File: config.mk
export PLATFORM = sky130hd
export DESIGN_NAME = adsr_envelope_generator_core
export DESIGN_NICKNAME = d
export VERILOG_FILES = /design/src/hw/rtl/adsr_pkg.sv /design/src/hw/rtl/adsr_envelope_generator_core.sv
export SDC_FILE = /design/constraint.sdc
export NUM_CORES = 2
export LEC_CHECK = 0
export BUFFER_PORTS_ARGS = -buffer_cell sky130_fd_sc_hd__buf_4
export CAP_MARGIN = 10
export CORE_MARGIN = 2
export CORE_UTILIZATION = 55
export DETAILED_ROUTE_END_ITERATION = 7
export PLACE_DENSITY = 0.81
export SETUP_SLACK_MARGIN = 0.05
export SLEW_MARGIN = 20
export SYNTH_ARGS = -nofsm -noshare
export SYNTH_HDL_FRONTEND = slang
export SYNTH_SLANG_ARGS = --single-unit
File: constraint.sdc
create_clock -name clk_i -period 35.4 [get_ports clk_i]
set_clock_uncertainty 0.05 [all_clocks]
set_input_delay 7.08 -clock clk_i [delete_from_list [all_inputs] [get_ports clk_i]]
set_output_delay 7.08 -clock clk_i [all_outputs]
set_load 0.05 [all_outputs]
File: src/hw/rtl/adsr_pkg.sv
// Shared types and constants for the linear ADSR envelope generator.
// Holds request/response structs, phase codes and register indexes.
// No dependencies.
package adsr_pkg;

  // Step counter width; the ramp product grows with it.
  localparam int unsigned StepBits    = 32;
  localparam int unsigned RateBits    = 24;
  localparam int unsigned LevelBits   = 16;
  localparam int unsigned PhaseBits   = 3;
  localparam int unsigned CfgIdxBits  = 3;
  localparam int unsigned CfgDataBits = 24;
  localparam int unsigned ProdBits    = StepBits + RateBits;

  // Release ends at or below 0.1 full scale (Q1.15).
  localparam logic [LevelBits-1:0] ReleaseEnd = 16'd3276;

  // Register reset values
  localparam logic [LevelBits-1:0] AttackPeakRst  = 16'd32768;
  localparam logic [LevelBits-1:0] SustainHoldRst = 16'd16384;

  typedef enum logic [1:0] {
    KindTick    = 2'd0,
    KindAdvance = 2'd1,
    KindForce   = 2'd2,
    KindNop     = 2'd3
  } kind_e;

  typedef enum logic [PhaseBits-1:0] {
    PhCodeIdle    = 3'd0,
    PhCodeAttack  = 3'd1,
    PhCodeDecay   = 3'd2,
    PhCodeSustain = 3'd3,
    PhCodeRelease = 3'd4,
    PhCodeDone    = 3'd5
  } phase_code_e;

  typedef enum logic [CfgIdxBits-1:0] {
    CfgAttackRate  = 3'd0,
    CfgAttackPeak  = 3'd1,
    CfgDecayRate   = 3'd2,
    CfgSustainHold = 3'd3,
    CfgReleaseRate = 3'd4
  } cfg_reg_e;

  typedef struct packed {
    kind_e                kind;
    logic [PhaseBits-1:0] forced_phase;
  } in_req_t;

  typedef struct packed {
    logic [LevelBits-1:0] level;
    logic [PhaseBits-1:0] phase_now;
  } out_rsp_t;

endpackage

File: src/hw/rtl/adsr_envelope_generator_core.sv
// Linear ADSR envelope generator, top level.
// Depends on adsr_pkg (types, phase codes, register indexes).
//
// Usage:
//   in_*   : one request per item: tick, advance a phase, force phase or no-op.
//   out_*  : one response per request: level (Q1.15) and phase after the item.
//   cfg_*  : register writes (index + data); always ready. Registers must be
//   written only while idle; the user ensures this, the block does not check.
// Throughput: one request per cycle while out_ready_i is high. The request
//   register and the response register sit around one combinational pass:
//   a 32x24 ramp multiply, one subtract/clamp, one compare to the phase target.
// Reset: phase idle, step count, level and release start cleared; registers
//   take their reset values (rates 0, attack peak 1.0, sustain 0.5).
// Stall: while out_ready_i is low the response register holds; the request
//   register still takes one more request, then in_ready_o drops until the
//   response is taken. No request is dropped or repeated.
module adsr_envelope_generator_core (
  input  logic                              clk_i,
  input  logic                              rst_ni,
  input  logic                              in_valid_i,
  output logic                              in_ready_o,
  input  adsr_pkg::in_req_t                 in_req_i,
  output logic                              out_valid_o,
  input  logic                              out_ready_i,
  output adsr_pkg::out_rsp_t                out_rsp_o,
  input  logic                              cfg_valid_i,
  output logic                              cfg_ready_o,
  input  logic [adsr_pkg::CfgIdxBits-1:0]   cfg_index_i,
  input  logic [adsr_pkg::CfgDataBits-1:0]  cfg_data_i
);
  import adsr_pkg::*;

  // One-hot phase state
  typedef enum logic [5:0] {
    PhIdle    = 6'b000001,
    PhAttack  = 6'b000010,
    PhDecay   = 6'b000100,
    PhSustain = 6'b001000,
    PhRelease = 6'b010000,
    PhDone    = 6'b100000
  } phase_e;

  function automatic phase_e phase_next(input phase_e p);
    phase_e r;
    unique case (p)
      PhIdle:    r = PhAttack;
      PhAttack:  r = PhDecay;
      PhDecay:   r = PhSustain;
      PhSustain: r = PhRelease;
      default:   r = PhDone;
    endcase
    return r;
  endfunction

  // Codes above done map to done
  function automatic phase_e phase_decode(input logic [PhaseBits-1:0] c);
    phase_e r;
    unique case (phase_code_e'(c))
      PhCodeIdle:    r = PhIdle;
      PhCodeAttack:  r = PhAttack;
      PhCodeDecay:   r = PhDecay;
      PhCodeSustain: r = PhSustain;
      PhCodeRelease: r = PhRelease;
      default:       r = PhDone;
    endcase
    return r;
  endfunction

  function automatic logic [PhaseBits-1:0] phase_encode(input phase_e p);
    phase_code_e r;
    unique case (p)
      PhIdle:    r = PhCodeIdle;
      PhAttack:  r = PhCodeAttack;
      PhDecay:   r = PhCodeDecay;
      PhSustain: r = PhCodeSustain;
      PhRelease: r = PhCodeRelease;
      default:   r = PhCodeDone;
    endcase
    return r;
  endfunction

  // ---------------- configuration registers ----------------
  logic [RateBits-1:0]  attack_rate_q, decay_rate_q, release_rate_q;
  logic [LevelBits-1:0] attack_peak_q, sustain_hold_q;

  assign cfg_ready_o = 1'b1;

  always_ff @(posedge clk_i or negedge rst_ni) begin
    if (!rst_ni) begin
      attack_rate_q  <= '0;
      attack_peak_q  <= AttackPeakRst;
      decay_rate_q   <= '0;
      sustain_hold_q <= SustainHoldRst;
      release_rate_q <= '0;
    end else if (cfg_valid_i && cfg_ready_o) begin
      unique case (cfg_reg_e'(cfg_index_i))
        CfgAttackRate:  attack_rate_q  <= cfg_data_i[RateBits-1:0];
        CfgAttackPeak:  attack_peak_q  <= cfg_data_i[LevelBits-1:0];
        CfgDecayRate:   decay_rate_q   <= cfg_data_i[RateBits-1:0];
        CfgSustainHold: sustain_hold_q <= cfg_data_i[LevelBits-1:0];
        CfgReleaseRate: release_rate_q <= cfg_data_i[RateBits-1:0];
        default: ; // unmapped index, ignored
      endcase
    end
  end

  // ---------------- request register ----------------
  logic    in_valid_q;
  in_req_t in_req_q;
  logic    out_valid_q;
  logic    fire;

  // Request is processed when the response register is free or draining
  assign fire       = in_valid_q && (!out_valid_q || out_ready_i);
  assign in_ready_o = !in_valid_q || fire;

  always_ff @(posedge clk_i or negedge rst_ni) begin
    if (!rst_ni) begin
      in_valid_q <= 1'b0;
    end else if (in_ready_o) begin
      in_valid_q <= in_valid_i;
    end
  end

  always_ff @(posedge clk_i) begin
    if (in_valid_i && in_ready_o) begin
      in_req_q <= in_req_i;
    end
  end

  // ---------------- envelope state ----------------
  phase_e               phase_q, phase_d;
  logic [StepBits-1:0]  step_q, step_d;
  logic [LevelBits-1:0] level_q, level_d;
  logic [LevelBits-1:0] rstart_q, rstart_d;

  logic [StepBits-1:0]  step_inc;
  logic [RateBits-1:0]  rate_sel;
  logic [ProdBits-1:0]  prod;
  logic [LevelBits-1:0] ramp;
  logic [LevelBits-1:0] fall_start;
  logic [LevelBits-1:0] fall;

  // Saturating step increment
  assign step_inc = (&step_q) ? step_q : step_q + 1'b1;

  always_comb begin
    unique case (phase_q)
      PhAttack:  rate_sel = attack_rate_q;
      PhDecay:   rate_sel = decay_rate_q;
      PhRelease: rate_sel = release_rate_q;
      default:   rate_sel = '0;
    endcase
  end

  // Ramp in Q1.15: product >> 16, saturated to the level width
  assign prod = ProdBits'(step_inc) * ProdBits'(rate_sel);
  assign ramp = (|prod[ProdBits-1:2*LevelBits]) ? '1 : prod[2*LevelBits-1:LevelBits];

  assign fall_start = (phase_q == PhDecay) ? attack_peak_q : rstart_q;
  assign fall       = (ramp >= fall_start) ? '0 : fall_start - ramp;

  always_comb begin
    phase_d  = phase_q;
    step_d   = step_q;
    level_d  = level_q;
    rstart_d = rstart_q;
    unique case (in_req_q.kind)
      KindTick: begin
        step_d = step_inc;
        unique case (phase_q)
          PhAttack: begin
            if (attack_rate_q == '0) begin
              level_d = attack_peak_q;
              phase_d = PhDecay;
              step_d  = '0;
            end else begin
              level_d = ramp;
              if (ramp >= attack_peak_q) begin
                phase_d = PhDecay;
                step_d  = '0;
              end
            end
            rstart_d = level_d;
          end
          PhDecay: begin
            if (decay_rate_q == '0) begin
              level_d = sustain_hold_q;
              phase_d = PhSustain;
              step_d  = '0;
            end else begin
              level_d = fall;
              if (fall <= sustain_hold_q) begin
                phase_d = PhSustain;
                step_d  = '0;
              end
            end
            rstart_d = level_d;
          end
          PhSustain: begin
            level_d  = sustain_hold_q;
            rstart_d = sustain_hold_q;
            if (sustain_hold_q == '0) begin
              phase_d = PhDone;
              step_d  = '0;
            end
          end
          PhRelease: begin
            if (release_rate_q == '0) begin
              level_d = '0;
              phase_d = PhDone;
              step_d  = '0;
            end else begin
              level_d = fall;
              if (fall <= ReleaseEnd) begin
                phase_d = PhDone;
                step_d  = '0;
              end
            end
          end
          default: ; // idle and done hold the level
        endcase
      end
      KindAdvance: begin
        // done does not advance; its step count is left alone
        if (phase_q != PhDone) begin
          phase_d = phase_next(phase_q);
          step_d  = '0;
        end
      end
      KindForce: begin
        phase_d = phase_decode(in_req_q.forced_phase);
        step_d  = '0;
      end
      default: ; // no-op request
    endcase
  end

  always_ff @(posedge clk_i or negedge rst_ni) begin
    if (!rst_ni) begin
      phase_q  <= PhIdle;
      step_q   <= '0;
      level_q  <= '0;
      rstart_q <= '0;
    end else if (fire) begin
      phase_q  <= phase_d;
      step_q   <= step_d;
      level_q  <= level_d;
      rstart_q <= rstart_d;
    end
  end

  // ---------------- response register ----------------
  out_rsp_t out_rsp_q;

  always_ff @(posedge clk_i or negedge rst_ni) begin
    if (!rst_ni) begin
      out_valid_q <= 1'b0;
    end else if (fire) begin
      out_valid_q <= 1'b1;
    end else if (out_ready_i) begin
      out_valid_q <= 1'b0;
    end
  end

  always_ff @(posedge clk_i) begin
    if (fire) begin
      out_rsp_q.level     <= level_d;
      out_rsp_q.phase_now <= phase_encode(phase_d);
    end
  end

  assign out_valid_o = out_valid_q;
  assign out_rsp_o   = out_rsp_q;

endmodule

==> reports/qor.yml <==
wl_per_cell_um: 23.9
cts_max_level: 4
arrival_ps: 18120
tns_ps: 0
synth_cell_types: 93
cts_resized: 0
swShare_pct: 50.2
synth_edf_count: 24
io_buffers: 57
drt_iter0_markers: 3494
grt_pass1_wl_um: 197000
synth_nets: 5325
critPathMaxFanout: 37
drt-pass1-iter-count: 6
rsz0062_at_grt: "false"
path_delay_family: "compound AO/OA/AOI/OAI gates"
die_area_sq_um: 70600
internal-power_uw: 617
crit_path_end_kind: "register"
drc: 0
fin_crit_sh_pct: 50.3
cts_tree: "done"
postRouteAntennaNets: 0
regArea_sq_um: 5130
place_congestion: 1.03
ys_warn_count: 0
critical_path_class: "reg -> reg"
overflow: 0
p_leak_uw: 0.0177
synth.most_common_cell: "inv_1"
cap_violations: 0
setup_viol: 0
wl_um: 124000
seq_area_frac_synth_pct: 13.6
post_cts_buffers: 0
clk_path_buf_depth: 2
die_y_um: 266
power_frac_comb_pct: 55.6
multi_input_area_sq_um: 29100
seqPwrFrac_pct: 27.0
antenna_found_initial: 2
track_usage_pct: 36.5
core_sq_um: 67500
hold_path_class: "reg -> reg"
clockRootBuffer: "clkbuf_16"
nets: 5249
pin_count: 59
crit_path_start_kind: "register"
synth-seq-cells: 200
final_max_slew_viol_count: 0
die_w_um: 266
grt_max_degree: 93
required_ps: 35700
holdWs_ps: 480
grt_pass1_vias: 33900
hold_buffers: 0
irDropWorstVdd_uv: 39.3
relSlewSlack_pct: 11.5
switchingPower_uw: 623
dp_hpwl_um: 98500
drive_above_1_share_pct: 7.82
yosys.area.top_type: "fa_1"
syn_inst: 4400
ys_top_cells_by_count: "744 x inv_1, 658 x fa_1, 597 x nor2_1, 512 x nand2_1, 230 x ha_1"
synth_flop_cell: "dfrtp_1"
netlist_area_sq_um: 37700
cp_slowest_cell: "a211o_1"
path_clk_slew_ps: 90
finalHoldViolCount: 0
status: "completed"
cp_num_buf_inv: 6
synth_top_area_share_pct: 35.0
worst_pin_slew_ps: 1290
min_period_ps: 17810
start_util_pct: 55.8
vias: 32600
yosys-top-cells-area: "fa_1 35%, dfrtp_1 11%, ha_1 7.6%, inv_1 7.4%, nor2_1 5.9%"
fin_util_pct: 58.9
area_growth_pct: 5.60
syn_avg_cell_area_sq_um: 8.57
row_count: 95
numCtsBuffers: 17
cp_common_cell: "fa_1"
clock_latency_ps: 480
ff2ff_setup_slack_ps: 17590
cp_slowest_stage_delay_ps: 960
vias_per_cell: 6.25
nFillCells: 5808
fmaxAchievable_ghz: 0.0561
postSynth.asyncResetShare_pct: 88.0
clockPowerShare_pct: 17.4
power_per_cell_area_nw_per_um2: 31.2
cts_sinks: 200
## cell families (layout without fill, tap and decap cells)
family                     after synthesis  after routing  share of synthesized area (%)
and+or+nand+nor                       1508           1508                           17.9
buffers and inverters                  980            917                           9.86
adders and majority gates              888            888                           42.6
AOI/OAI and AO/OA                      625            625                           10.8
DFF                                    200            200                           13.6
muxes                                  101            101                           2.99
xor gates and xnor gates                97             97                           2.25
other                                    1              3                        0.00995
## power by group through the flow
stage,logic (uW),registers (uW),clock network [uW]
CTS,665,333,216
global route,740,341,225
detailed placement,659,337,0
floorplan,431,337,0
global placement,659,334,0
finish,689,335,216
## state kept, by name (all words and copies together), names as in the netlist
signal and flops:
attack_peak_q 16, attack_rate_q 24, decay_rate_q 24, in_req_q 5, in_valid_q 1, level_q 16, out_rsp_o 19, out_valid_o 1
phase_q 6, release_rate_q 24, rstart_q 16, step_q 32, sustain_hold_q 16
## layer usage
layer	up-vias	global-route usage, %	share of wire [%]
met5	-	0	0
met4	0	21.1	7.1
met3	490	9.54	12
met2	2111	55.3	44
met1	16100	47.5	37
li1	13900	-	-
## final cells by class
type                    count  share of cell area, %
diodes                      2                 0.0126
clock buffers              17                   1.07
clock inverters            15                  0.525
inverters                 744                   7.02
multi-input cells        3220                   73.1
flip-flops and latches    200                   12.9
well taps                 873                   2.74
repair buffers            141                   2.68
## layout by cell type, fill, tap and decap left out, drive strengths merged, types with 10 or more instances in the layout
cell    synthesis  routed
nor3           36      36
mux2           92      92
nand2         512     512
o22ai          15      15
xor2           38      38
and3           23      23
o21a           18      18
a41oi          12      12
a211oi         22      22
nor3b          11      11
clkbuf        214      17
nand2b         23      23
nor2          597     597
fa            658     658
or3            21      21
nand4          59      59
a31oi          32      32
a21oi         118     118
nor2b          22      22
a221oi         14      14
o31ai          17      17
and4           10      10
a21o           35      35
o21ai         183     183
a22oi          40      40
nor4           46      46
nand3          50      50
o21bai         18      18
buf            22     141
o211ai         21      21
dfrtp         173     173
ha            230     230
inv           744     757
edfxtp         24      24
or2            18      18
xnor2          59      59
and2           53      53
## path summary, 6_finish.rpt
path	startpoint	to	depth (start not counted)
min	in_valid_q	out_valid_o	1
min reg2reg	in_valid_q	out_valid_o	1
max reg2reg	step_q[0]	step_q[0]	53
max	step_q[0]	step_q[0]	53
max in group asynchronous	rst_ni	step_q[27]	2
min in group asynchronous	rst_ni	sustain_hold_q[3]	1
## per-stage QoR
stage | setup WS (ps) | cells | cell area [sq um] | total power, uW
global route | 16460 | 5211 | 39800 | 1310
detailed placement | 17930 | 5178 | 39100 | 996
floorplan | 20500 | 4400 | 37700 | 769
global placement | 18200 | 5178 | 39100 | 993
finish | 17590 | 5212 | 39800 | 1240
CTS | 17860 | 5210 | 39800 | 1210
Power figures use the tool's default switching activity.
